## src/sv/vehicle_light_effects_controller_defines.svh

```systemverilog
// Assertion helpers shared by the RTL files.
`ifndef VEHICLE_LIGHT_EFFECTS_CONTROLLER_DEFINES_SVH
`define VEHICLE_LIGHT_EFFECTS_CONTROLLER_DEFINES_SVH

// Condition must hold at every clock edge out of reset.
`define VLEC_ASSERT_ALWAYS(label, cond) \
    label: assert property (@(posedge aclk) disable iff (!aresetn) (cond)) \
        else $error("vlec: invariant violated");

// Consequent must hold in the same cycle as the antecedent.
`define VLEC_ASSERT_IMP(label, ante, cons) \
    label: assert property (@(posedge aclk) disable iff (!aresetn) (ante) |-> (cons)) \
        else $error("vlec: implication violated");

`endif

```

## src/sv/vlec_pkg.sv

```systemverilog
`timescale 1ns / 1ps
`default_nettype none

package vlec_pkg;

    localparam int BLINK_PERIOD_MS  = 500;
    localparam int ANIM_INTERVAL_MS = 50;
    localparam int LED_COUNT        = 16;

    // configuration register indexes
    localparam logic [2:0] REG_HEADLIGHT_ON    = 3'd0;
    localparam logic [2:0] REG_HEADLIGHT_LEVEL = 3'd1;
    localparam logic [2:0] REG_TAILLIGHT_ON    = 3'd2;
    localparam logic [2:0] REG_INDICATOR_MODE  = 3'd3;
    localparam logic [2:0] REG_BASE_RED        = 3'd4;
    localparam logic [2:0] REG_BASE_GREEN      = 3'd5;
    localparam logic [2:0] REG_BASE_BLUE       = 3'd6;
    localparam logic [2:0] REG_ANIM_MODE       = 3'd7;

    // indicator modes
    localparam logic [1:0] IND_NONE   = 2'd0;
    localparam logic [1:0] IND_LEFT   = 2'd1;
    localparam logic [1:0] IND_RIGHT  = 2'd2;
    localparam logic [1:0] IND_HAZARD = 2'd3;

    // animation modes, codes above CHASE hold the duty
    localparam logic [7:0] ANIM_STATIC  = 8'd0;
    localparam logic [7:0] ANIM_BREATH  = 8'd1;
    localparam logic [7:0] ANIM_RAINBOW = 8'd2;
    localparam logic [7:0] ANIM_CHASE   = 8'd3;

    // round(128*sin(k*pi/128)), k = 0..64
    localparam logic [7:0] QUARTER_SINE [65] = '{
        8'd0,   8'd3,   8'd6,   8'd9,   8'd13,  8'd16,  8'd19,  8'd22,
        8'd25,  8'd28,  8'd31,  8'd34,  8'd37,  8'd40,  8'd43,  8'd46,
        8'd49,  8'd52,  8'd55,  8'd58,  8'd60,  8'd63,  8'd66,  8'd68,
        8'd71,  8'd74,  8'd76,  8'd79,  8'd81,  8'd84,  8'd86,  8'd88,
        8'd91,  8'd93,  8'd95,  8'd97,  8'd99,  8'd101, 8'd103, 8'd105,
        8'd106, 8'd108, 8'd110, 8'd111, 8'd113, 8'd114, 8'd116, 8'd117,
        8'd118, 8'd119, 8'd121, 8'd122, 8'd122, 8'd123, 8'd124, 8'd125,
        8'd126, 8'd126, 8'd127, 8'd127, 8'd127, 8'd128, 8'd128, 8'd128,
        8'd128
    };

    // stage 1 -> stage 2
    typedef struct packed {
        logic       adv;
        logic [7:0] mode;
        logic [7:0] step;
        logic       left;
        logic       right;
    } step_beat_t;

    // stage 2 -> stage 3
    typedef struct packed {
        logic       adv;
        logic [7:0] mode;
        logic       left;
        logic       right;
        logic [7:0] red;
        logic [7:0] green;
        logic [7:0] blue;
    } color_beat_t;

    // breathing factor, unsigned Q1.8 (0..256)
    function automatic logic [8:0] breath_factor(input logic [7:0] idx);
        logic [5:0] k;
        logic [6:0] sel;
        logic [7:0] s;
        k   = idx[5:0];
        sel = idx[6] ? (7'd64 - {1'b0, k}) : {1'b0, k};
        s   = QUARTER_SINE[sel];
        return idx[7] ? (9'd128 - {1'b0, s}) : (9'd128 + {1'b0, s});
    endfunction

    // floor(x/3) for x <= 765 by reciprocal multiply (683/2048)
    function automatic logic [7:0] div3(input logic [9:0] x);
        logic [19:0] p;
        p = {10'd0, x} * 20'd683;
        return p[18:11];
    endfunction

endpackage

`default_nettype wire

```

## src/sv/vehicle_light_effects_controller.sv

```systemverilog
// Vehicle light effects controller. Each s_ beat carries the milliseconds
// elapsed since the previous beat and yields exactly one m_ beat with the
// headlight duty, taillight level, both indicator levels and the underglow
// duty after that beat's update. Indicators blink with a 500 ms half period
// in left, right or hazard mode; the underglow animation (static, breathing,
// rainbow, chase over 16 LEDs) advances once per 50 ms of reported time. Both
// timers saturate and drop any excess past their period. The block is a
// three-stage pipeline: timers and animation step update at accept, stage two
// does the sine lookup and one 8x9 multiply per channel (or the rainbow ramp),
// stage three averages the channels into the duty. Beats move from stage one
// to stage two to the output register; a new beat can be accepted every cycle
// unless m_tready stalls the output, and the stages hold independently so input
// keeps flowing while a result waits. Configuration writes take effect at the
// clock edge and must only be issued with no beats in flight.
`timescale 1ns / 1ps
`default_nettype none
`include "vehicle_light_effects_controller_defines.svh"

module vehicle_light_effects_controller
    import vlec_pkg::*;
(
    input  wire logic        aclk,
    input  wire logic        aresetn,
    // config write port
    input  wire logic        cfg_wr_en,
    input  wire logic [2:0]  cfg_index,
    input  wire logic [7:0]  cfg_wdata,
    // input stream
    input  wire logic        s_tvalid,
    output logic             s_tready,
    input  wire logic [15:0] s_tdata,   // [9:0] elapsed_ms, [15:10] zero
    // result stream
    output logic             m_tvalid,
    input  wire logic        m_tready,
    output logic [23:0]      m_tdata    // [7:0] headlight_duty, [8] taillight_out,
                                        // [9] left_indicator, [10] right_indicator,
                                        // [18:11] underglow_duty, [23:19] zero
);

    // ---------------- configuration registers ----------------
    logic       headlight_on_reg,  headlight_on_next;
    logic [7:0] headlight_lvl_reg, headlight_lvl_next;
    logic       taillight_on_reg,  taillight_on_next;
    logic [1:0] ind_mode_reg,      ind_mode_next;
    logic [7:0] base_red_reg,      base_red_next;
    logic [7:0] base_green_reg,    base_green_next;
    logic [7:0] base_blue_reg,     base_blue_next;
    logic [7:0] anim_mode_reg,     anim_mode_next;

    // ---------------- working state ----------------
    logic [15:0] blink_timer_reg, blink_timer_next;
    logic        blink_phase_reg, blink_phase_next;
    logic [15:0] anim_timer_reg,  anim_timer_next;
    logic [7:0]  anim_step_reg,   anim_step_next;
    logic [7:0]  glow_reg,        glow_next;

    // ---------------- pipeline ----------------
    logic        p1_valid_reg, p1_valid_next;
    step_beat_t  p1_reg,       p1_next;
    logic        p2_valid_reg, p2_valid_next;
    color_beat_t p2_reg,       p2_next;
    logic        out_valid_reg, out_valid_next;
    logic [23:0] out_data_reg,  out_data_next;

    logic rdy1, rdy2, rdy3;
    logic s_accept;

    // each stage can load when it is empty or its content moves on
    assign rdy3     = !out_valid_reg || m_tready;
    assign rdy2     = !p2_valid_reg || rdy3;
    assign rdy1     = !p1_valid_reg || rdy2;
    assign s_tready = rdy1;
    assign s_accept = s_tvalid && rdy1;

    assign m_tvalid = out_valid_reg;
    assign m_tdata  = out_data_reg;

    // ---------------- stage 1: timers and step ----------------
    logic [9:0]  elapsed;
    logic [16:0] blink_sum, anim_sum;
    logic [15:0] blink_sat, anim_sat;
    logic        blink_hit, anim_hit;
    logic [8:0]  chase_inc;
    logic [7:0]  step_adv;
    logic [9:0]  cfg_color_sum;

    assign elapsed   = s_tdata[9:0];
    assign blink_sum = {1'b0, blink_timer_reg} + {7'd0, elapsed};
    assign blink_sat = blink_sum[16] ? 16'hFFFF : blink_sum[15:0];
    assign blink_hit = blink_sat >= 16'(BLINK_PERIOD_MS);
    assign anim_sum  = {1'b0, anim_timer_reg} + {7'd0, elapsed};
    assign anim_sat  = anim_sum[16] ? 16'hFFFF : anim_sum[15:0];
    assign anim_hit  = anim_sat >= 16'(ANIM_INTERVAL_MS);
    assign chase_inc = {1'b0, anim_step_reg} + 9'd1;

    // step after a tick, by mode
    always_comb begin
        priority if (anim_mode_reg == ANIM_BREATH || anim_mode_reg == ANIM_RAINBOW) begin
            step_adv = anim_step_reg + 8'd1;
        end else if (anim_mode_reg == ANIM_CHASE) begin
            step_adv = (chase_inc >= 9'(LED_COUNT)) ? 8'd0 : chase_inc[7:0];
        end else begin
            step_adv = anim_step_reg;
        end
    end

    // duty for a base color write, with the new channel substituted
    always_comb begin
        cfg_color_sum = {2'd0, (cfg_index == REG_BASE_RED)   ? cfg_wdata : base_red_reg}
                      + {2'd0, (cfg_index == REG_BASE_GREEN) ? cfg_wdata : base_green_reg}
                      + {2'd0, (cfg_index == REG_BASE_BLUE)  ? cfg_wdata : base_blue_reg};
    end

    // ---------------- stage 2: color per mode ----------------
    logic [8:0]  factor;
    logic [16:0] prod_r, prod_g, prod_b;
    logic [2:0]  region;
    logic [7:0]  region_base, region_off, ramp, ramp_inv;

    assign factor = breath_factor(p1_reg.step);
    assign prod_r = {9'd0, base_red_reg}   * {8'd0, factor};
    assign prod_g = {9'd0, base_green_reg} * {8'd0, factor};
    assign prod_b = {9'd0, base_blue_reg}  * {8'd0, factor};

    // six hue regions of 43 steps, the last of 41
    always_comb begin
        priority if (p1_reg.step >= 8'd215) begin
            region = 3'd5;  region_base = 8'd215;
        end else if (p1_reg.step >= 8'd172) begin
            region = 3'd4;  region_base = 8'd172;
        end else if (p1_reg.step >= 8'd129) begin
            region = 3'd3;  region_base = 8'd129;
        end else if (p1_reg.step >= 8'd86) begin
            region = 3'd2;  region_base = 8'd86;
        end else if (p1_reg.step >= 8'd43) begin
            region = 3'd1;  region_base = 8'd43;
        end else begin
            region = 3'd0;  region_base = 8'd0;
        end
    end

    assign region_off = p1_reg.step - region_base;
    assign ramp       = {2'd0, region_off[5:0]} * 8'd6;
    assign ramp_inv   = 8'd255 - ramp;

    always_comb begin
        p2_next       = p2_reg;
        p2_next.adv   = p1_reg.adv;
        p2_next.mode  = p1_reg.mode;
        p2_next.left  = p1_reg.left;
        p2_next.right = p1_reg.right;
        priority if (p1_reg.mode == ANIM_BREATH) begin
            p2_next.red   = prod_r[15:8];
            p2_next.green = prod_g[15:8];
            p2_next.blue  = prod_b[15:8];
        end else if (p1_reg.mode == ANIM_RAINBOW) begin
            unique case (region)
                3'd0: begin
                    p2_next.red = 8'd255; p2_next.green = ramp;     p2_next.blue = 8'd0;
                end
                3'd1: begin
                    p2_next.red = ramp_inv; p2_next.green = 8'd255; p2_next.blue = 8'd0;
                end
                3'd2: begin
                    p2_next.red = 8'd0;   p2_next.green = 8'd255;   p2_next.blue = ramp;
                end
                3'd3: begin
                    p2_next.red = 8'd0;   p2_next.green = ramp_inv; p2_next.blue = 8'd255;
                end
                3'd4: begin
                    p2_next.red = ramp;   p2_next.green = 8'd0;     p2_next.blue = 8'd255;
                end
                default: begin
                    p2_next.red = 8'd255; p2_next.green = 8'd0;     p2_next.blue = ramp_inv;
                end
            endcase
        end else begin
            // chase: full white pulse on LED zero, averages to 255 or 0
            p2_next.red   = (p1_reg.step == 8'd0) ? 8'd255 : 8'd0;
            p2_next.green = p2_next.red;
            p2_next.blue  = p2_next.red;
        end
    end

    // ---------------- stage 3: average into duty ----------------
    logic [9:0] chan_sum;
    logic [7:0] glow_calc;
    logic       glow_upd;
    logic [7:0] glow_out;

    assign chan_sum  = {2'd0, p2_reg.red} + {2'd0, p2_reg.green} + {2'd0, p2_reg.blue};
    assign glow_calc = div3(chan_sum);
    assign glow_upd  = p2_reg.adv && (p2_reg.mode == ANIM_BREATH
                       || p2_reg.mode == ANIM_RAINBOW || p2_reg.mode == ANIM_CHASE);
    assign glow_out  = glow_upd ? glow_calc : glow_reg;

    // ---------------- next state ----------------
    always_comb begin
        headlight_on_next  = headlight_on_reg;
        headlight_lvl_next = headlight_lvl_reg;
        taillight_on_next  = taillight_on_reg;
        ind_mode_next      = ind_mode_reg;
        base_red_next      = base_red_reg;
        base_green_next    = base_green_reg;
        base_blue_next     = base_blue_reg;
        anim_mode_next     = anim_mode_reg;
        blink_timer_next   = blink_timer_reg;
        blink_phase_next   = blink_phase_reg;
        anim_timer_next    = anim_timer_reg;
        anim_step_next     = anim_step_reg;
        glow_next          = glow_reg;

        if (cfg_wr_en) begin
            unique case (cfg_index)
                REG_HEADLIGHT_ON:    headlight_on_next  = cfg_wdata[0];
                REG_HEADLIGHT_LEVEL: headlight_lvl_next = cfg_wdata;
                REG_TAILLIGHT_ON:    taillight_on_next  = cfg_wdata[0];
                REG_INDICATOR_MODE: begin
                    ind_mode_next    = cfg_wdata[1:0];
                    blink_phase_next = 1'b0;
                    blink_timer_next = 16'd0;
                end
                REG_BASE_RED, REG_BASE_GREEN, REG_BASE_BLUE: begin
                    if (cfg_index == REG_BASE_RED)   base_red_next   = cfg_wdata;
                    if (cfg_index == REG_BASE_GREEN) base_green_next = cfg_wdata;
                    if (cfg_index == REG_BASE_BLUE)  base_blue_next  = cfg_wdata;
                    anim_mode_next = ANIM_STATIC;
                    glow_next      = div3(cfg_color_sum);
                end
                REG_ANIM_MODE: begin
                    anim_mode_next  = cfg_wdata;
                    anim_step_next  = 8'd0;
                    anim_timer_next = 16'd0;
                end
                default: ;
            endcase
        end else begin
            if (s_accept) begin
                if (ind_mode_reg != IND_NONE) begin
                    blink_timer_next = blink_hit ? 16'd0 : blink_sat;
                    blink_phase_next = blink_phase_reg ^ blink_hit;
                end
                anim_timer_next = anim_hit ? 16'd0 : anim_sat;
                if (anim_hit) begin
                    anim_step_next = step_adv;
                end
            end
            if (rdy3 && p2_valid_reg) begin
                glow_next = glow_out;
            end
        end
    end

    // ---------------- pipeline advance ----------------
    always_comb begin
        p1_valid_next  = rdy1 ? s_accept : p1_valid_reg;
        p2_valid_next  = rdy2 ? p1_valid_reg : p2_valid_reg;
        out_valid_next = rdy3 ? p2_valid_reg : out_valid_reg;

        p1_next       = p1_reg;
        p1_next.adv   = anim_hit;
        p1_next.mode  = anim_mode_reg;
        p1_next.step  = anim_hit ? step_adv : anim_step_reg;
        p1_next.left  = blink_phase_next
                        && (ind_mode_reg == IND_LEFT || ind_mode_reg == IND_HAZARD);
        p1_next.right = blink_phase_next
                        && (ind_mode_reg == IND_RIGHT || ind_mode_reg == IND_HAZARD);

        out_data_next = {5'd0, glow_out, p2_reg.right, p2_reg.left, taillight_on_reg,
                         headlight_on_reg ? headlight_lvl_reg : 8'd0};
    end

    always_ff @(posedge aclk) begin
        if (!aresetn) begin
            headlight_on_reg  <= 1'b0;
            headlight_lvl_reg <= 8'd255;
            taillight_on_reg  <= 1'b0;
            ind_mode_reg      <= IND_NONE;
            base_red_reg      <= 8'd0;
            base_green_reg    <= 8'd0;
            base_blue_reg     <= 8'd0;
            anim_mode_reg     <= ANIM_STATIC;
            blink_timer_reg   <= 16'd0;
            blink_phase_reg   <= 1'b0;
            anim_timer_reg    <= 16'd0;
            anim_step_reg     <= 8'd0;
            glow_reg          <= 8'd0;
            p1_valid_reg      <= 1'b0;
            p2_valid_reg      <= 1'b0;
            out_valid_reg     <= 1'b0;
        end else begin
            headlight_on_reg  <= headlight_on_next;
            headlight_lvl_reg <= headlight_lvl_next;
            taillight_on_reg  <= taillight_on_next;
            ind_mode_reg      <= ind_mode_next;
            base_red_reg      <= base_red_next;
            base_green_reg    <= base_green_next;
            base_blue_reg     <= base_blue_next;
            anim_mode_reg     <= anim_mode_next;
            blink_timer_reg   <= blink_timer_next;
            blink_phase_reg   <= blink_phase_next;
            anim_timer_reg    <= anim_timer_next;
            anim_step_reg     <= anim_step_next;
            glow_reg          <= glow_next;
            p1_valid_reg      <= p1_valid_next;
            p2_valid_reg      <= p2_valid_next;
            out_valid_reg     <= out_valid_next;
        end
    end

    // payload stages, loaded only when their beat moves in
    always_ff @(posedge aclk) begin
        if (rdy1 && s_accept) begin
            p1_reg <= p1_next;
        end
        if (rdy2 && p1_valid_reg) begin
            p2_reg <= p2_next;
        end
        if (rdy3 && p2_valid_reg) begin
            out_data_reg <= out_data_next;
        end
    end

    // ---------------- assertions ----------------
    // a timer that reaches its period is zeroed in the same update
    `VLEC_ASSERT_ALWAYS(a_blink_timer_bound, blink_timer_reg < 16'(BLINK_PERIOD_MS))
    `VLEC_ASSERT_ALWAYS(a_anim_timer_bound, anim_timer_reg < 16'(ANIM_INTERVAL_MS))
    // with indicators off the phase is never set
    `VLEC_ASSERT_IMP(a_phase_idle, ind_mode_reg == IND_NONE, !blink_phase_reg)
    // chase keeps its step inside the LED string
    `VLEC_ASSERT_IMP(a_chase_step, anim_mode_reg == ANIM_CHASE, {1'b0, anim_step_reg} < 9'(LED_COUNT))

endmodule

`default_nettype wire
```

## config.mk

```make
export PLATFORM = sky130hd
export DESIGN_NAME = vehicle_light_effects_controller
export DESIGN_NICKNAME = d
export VERILOG_FILES = /design/src/sv/vlec_pkg.sv /design/src/sv/vehicle_light_effects_controller.sv
export VERILOG_INCLUDE_DIRS = /design/src /design/src/sv
export SDC_FILE = /design/constraint.sdc
export NUM_CORES = 1
export LEC_CHECK = 0
export CORE_MARGIN = 3
export CORE_UTILIZATION = 56
export CTS_CLUSTER_DIAMETER = 50
export DETAILED_ROUTE_END_ITERATION = 8
export DONT_BUFFER_PORTS = 1
export PLACE_DENSITY_LB_ADDON = 0.12
export SETUP_SLACK_MARGIN = 0.2
export SYNTH_ARGS = -nofsm -noshare
export SYNTH_HDL_FRONTEND = slang
export SYNTH_SLANG_ARGS = --single-unit
```

## constraint.sdc

```tcl
create_clock -name aclk -period 12 [get_ports aclk]
set_input_delay 1.2 -clock aclk [delete_from_list [all_inputs] [get_ports aclk]]
set_output_delay 1.2 -clock aclk [all_outputs]
set_load 0.02 [all_outputs]
```

==> results.py <==
metrics = {
    "run_status": {
        "status": "completed",
    },
    "global_route": {
        "antenna_found_initial": 1,
        "grt_pass1_vias": 16328,
        "grt_pass1_wl_um": 83360,
        "grt_max_degree": 55,
        "grt_use_total_pct": 26.41,
        "overflow": 0,
    },
    "worst_setup_path": {
        "crit_path_top_delay_cell": "edfxtp_1",
        "rrSetupSlack_ns": 2.13,
        "critical_path_buf_inv_count": 5,
        "worstPathArrival_ns": 10.08,
        "crit_type": "flip-flop to flip-flop",
        "r2r-start": "p1_reg[2]$_DFFE_PP_",
        "cp_slowest_stage_delay_ns": 0.85,
        "timing.rr.end": "p2_reg[23]$_DFFE_PP_",
        "start_kind": "flip-flop",
        "critPathCaptureType": "flip-flop",
        "worst-path-max-fanout": 24,
        "r2r.worst_path.cells": 29,
        "crit_family": "adder cells",
        "worstPathRequired_ns": 12.21,
    },
    "clocking": {
        "post_cts_buffers": 0,
        "cts_resized": 0,
        "clk_latency_ns": 0.45,
        "cts_buffers": 17,
        "clockBufferDepth": 2,
        "cts_htree_levels": 4,
        "hold_buffers": 0,
        "cts_tree": "yes",
        "clk_pin_slew_ns": 0.07,
        "cts_root_buffer": "clkbuf_16",
        "clock_sinks": 169,
    },
    "synthesis": {
        "yosysTopAreaCellShare_pct": 17.74,
        "synth.area.top_cells": "fa_1 18%, ha_1 16%, edfxtp_1 11%",
        "synth_top_cell_by_area": "fa_1",
        "syn_inst": 2314,
        "synth.yosys.warnings": 0,
        "yosysSeqAreaShare_pct": 19.82,
        "syn_area_sq_mm": 0.02076,
        "ys_seq_elements": 169,
        "synth_area_per_cell_sq_um": 8.971,
        "synth_cell_types": 98,
        "synth_edf_count": 73,
        "synth-async-reset-ratio_pct": 0,
        "synth_ff_type": "dfxtp_1",
    },
    "timing": {
        "slew-limit-headroom_pct": 20.13,
        "finalMaxSlewViolations": 0,
        "fin_crit_sh_pct": 82.28,
        "fmaxAchievable_mhz": 101.3,
        "rsz0062_at_grt": "false",
        "fin_crit_ns": 9.874,
        "tns_ns": 0,
        "skew_ns": 0.01282,
        "hold_violations": 0,
        "finalSetupViolCount": 0,
        "fin_ws_ns": 2.126,
        "worstMarginPinSlew_ns": 1.185,
    },
    "placed_design": {
        "io_buffer_count": 0,
        "preCtsSetupSlack_ns": 2.142,
        "gp_congestion": 0.8873,
        "hpwl_um": 39750,
    },
    "drt": {
        "vias": 16069,
        "drc": 0,
        "dr.pass1.iters": 7,
        "drt_first_iter_violations": 956,
        "drt-wirelength-per-cell_um": 18.48,
        "drt_wl_total_um": 50300,
        "viasPerCell": 5.903,
        "drtAntennaViolNets": 0,
    },
    "power_and_ir_drop": {
        "sw_frac_of_total_pct": 46.49,
        "ir_drop_mv": 0.2330,
        "pwr-share-comb_pct": 67.5,
        "p_clk_share_pct": 15.2,
        "internal_power_mw": 2.019,
        "seq_power_share_pct": 17.4,
        "switching_power_mw": 1.755,
        "p_per_area_mw_per_mm2": 174.0,
        "leakage_nw": 10.39,
    },
    "floorplan": {
        "initial_core_util_pct": 57.52,
        "die_x_um": 198.5,
        "dieArea_sq_mm": 0.03942,
        "io_pins": 58,
        "die_h_um": 198.5,
        "coreArea_sq_mm": 0.03609,
        "num_rows": 69,
    },
    "min_path": {
        "hp-start": "p1_reg[0]$_DFFE_PP_",
        "hold_end": "out_data_next[10]$_DFFE_PP_",
        "hold_depth": 0,
        "hold_path.class": "flip-flop to flip-flop",
    },
    "layout": {
        "layout-drive-gt1-share_pct": 4.909,
        "postLayoutCoreUtil_pct": 60.09,
        "antenna_cells": 0,
        "largest_reg_flops": 33,
        "synthToLayoutAreaGrowth_pct": 4.466,
        "nets": 2735,
    },
    "job": {
        "cap_violations": 0,
    },
}
-- placed cells by master (no fill, tap or decap), types with 16 or more instances in the layout --
master     instances
edfxtp_1          73
xor2_1            24
nand2_1          157
xnor2_1           56
a31oi_1           16
dfxtp_1           96
or3_1             19
and2_1           136
clkbuf_16         19
mux2i_1           39
a211oi_1          44
fa_1             184
nor3_1            31
o21ai_0           83
ha_1             271
a21o_1            26
nand3_1           53
and3_1            21
nor2b_1           53
inv_1            308
nand2b_1          30
a21oi_1          108
nor2_1           124
buf_4             20
-- how the worst max path moves through the flow --
stage / from / to / slack (ns) / depth (start not counted)
detailed placement: p1_reg[2]$_DFFE_PP_ / p2_reg[23]$_DFFE_PP_ / 2.14 / 29
global placement: p1_reg[2]$_DFFE_PP_ / p2_reg[23]$_DFFE_PP_ / 2.40 / 29
global route: p1_reg[2]$_DFFE_PP_ / p2_reg[23]$_DFFE_PP_ / 1.53 / 29
floorplan: p1_reg[2]$_DFFE_PP_ / p2_reg[20]$_DFFE_PP_ / 3.53 / 33
CTS: p1_reg[2]$_DFFE_PP_ / p2_reg[23]$_DFFE_PP_ / 2.15 / 29
finish: p1_reg[2]$_DFFE_PP_ / p2_reg[23]$_DFFE_PP_ / 2.13 / 29
-- cell usage after synthesis (all sizes together) (8+ instances only) --
library cell	n
nor2	124
o211ai	14
o21ai	88
and2	138
nand2	157
and3	21
o311ai	9
a31oi	16
or3	19
nor4	10
o21bai	8
clkbuf	82
a211o	12
mux2	9
a22oi	9
xnor2	59
nand2b	31
a211oi	46
buf	27
nor3	33
dfxtp	96
nand3	53
edfxtp	73
nor2b	54
ha	271
xor2	25
inv	309
mux2i	39
fa	184
or2	12
o31ai	12
a21oi	109
o21a	11
nand4	14
a21o	26
o22ai	8
-- worst register-to-register path, delay by kind of cell (launching register included) --
family                     cells  cell delay, ns
adders and majority gates      7            2.85
AOI/OAI and AO/OA              7            2.27
and+or+nand+nor                9            1.97
buffers and inverters          5            0.97
DFF                            1            0.85
xor gates and xnor gates       1            0.74
-- per-layer routing --
| layer | GRT usage, % | up-vias | part of all wire, % |
|---|---|---|---|
| li1 | - | 7761 | - |
| met1 | 35.25 | 7753 | 44 |
| met2 | 43.29 | 463 | 47 |
| met3 | 5.030 | 90 | 6.0 |
| met4 | 9.318 | 2 | 3.2 |
| met5 | 0 | - | 0.026 |
-- cells by family (layout without fill, tap and decap cells) --
family / after synthesis / count (layout) / share of synthesized area, %
xor+xnor: 85 / 85 / 3.761
buf+inv: 418 / 361 / 7.818
flops: 169 / 169 / 19.82
other cells: 1 / 5 / 0.01806
simple gates: 699 / 699 / 17.65
compound gates: 437 / 437 / 14.39
mux: 48 / 48 / 2.369
fa+ha+maj: 457 / 457 / 34.18
-- metrics by stage --
step / instances / hold WS [ns] / power (mW) / area, sq um
floorplan: 2318 / 0.4003 / 2.589 / 20770
global placement: 2690 / 0.4059 / 3.120 / 21080
detailed placement: 2690 / 0.4052 / 3.210 / 21080
CTS: 2722 / 0.4222 / 3.811 / 21690
global route: 2722 / 0.4444 / 4.230 / 21690
finish: 2722 / 0.4218 / 3.774 / 21690
-- power by group through the flow --
stage          clock network [mW]  registers, mW  logic, mW
3_3_place_gp                    0          0.666       2.45
2_1_floorplan                   0          0.647       1.94
6_report                    0.572          0.655       2.55
4_1_cts                     0.583          0.654       2.57
5_1_grt                     0.603          0.658       2.97
3_5_place_dp                    0          0.667       2.54
-- layout make-up --
cell class                 count  area (sq um)
fill                        3231         14400
sequential                   169          4114
clock buffer                  20         479.2
tap                          461         576.8
clock inverter                12         130.1
inverter                     309          1160
multi-input combinational   1731         15080
timing repair buffer          20         150.1
Power figures use the tool's default switching activity.
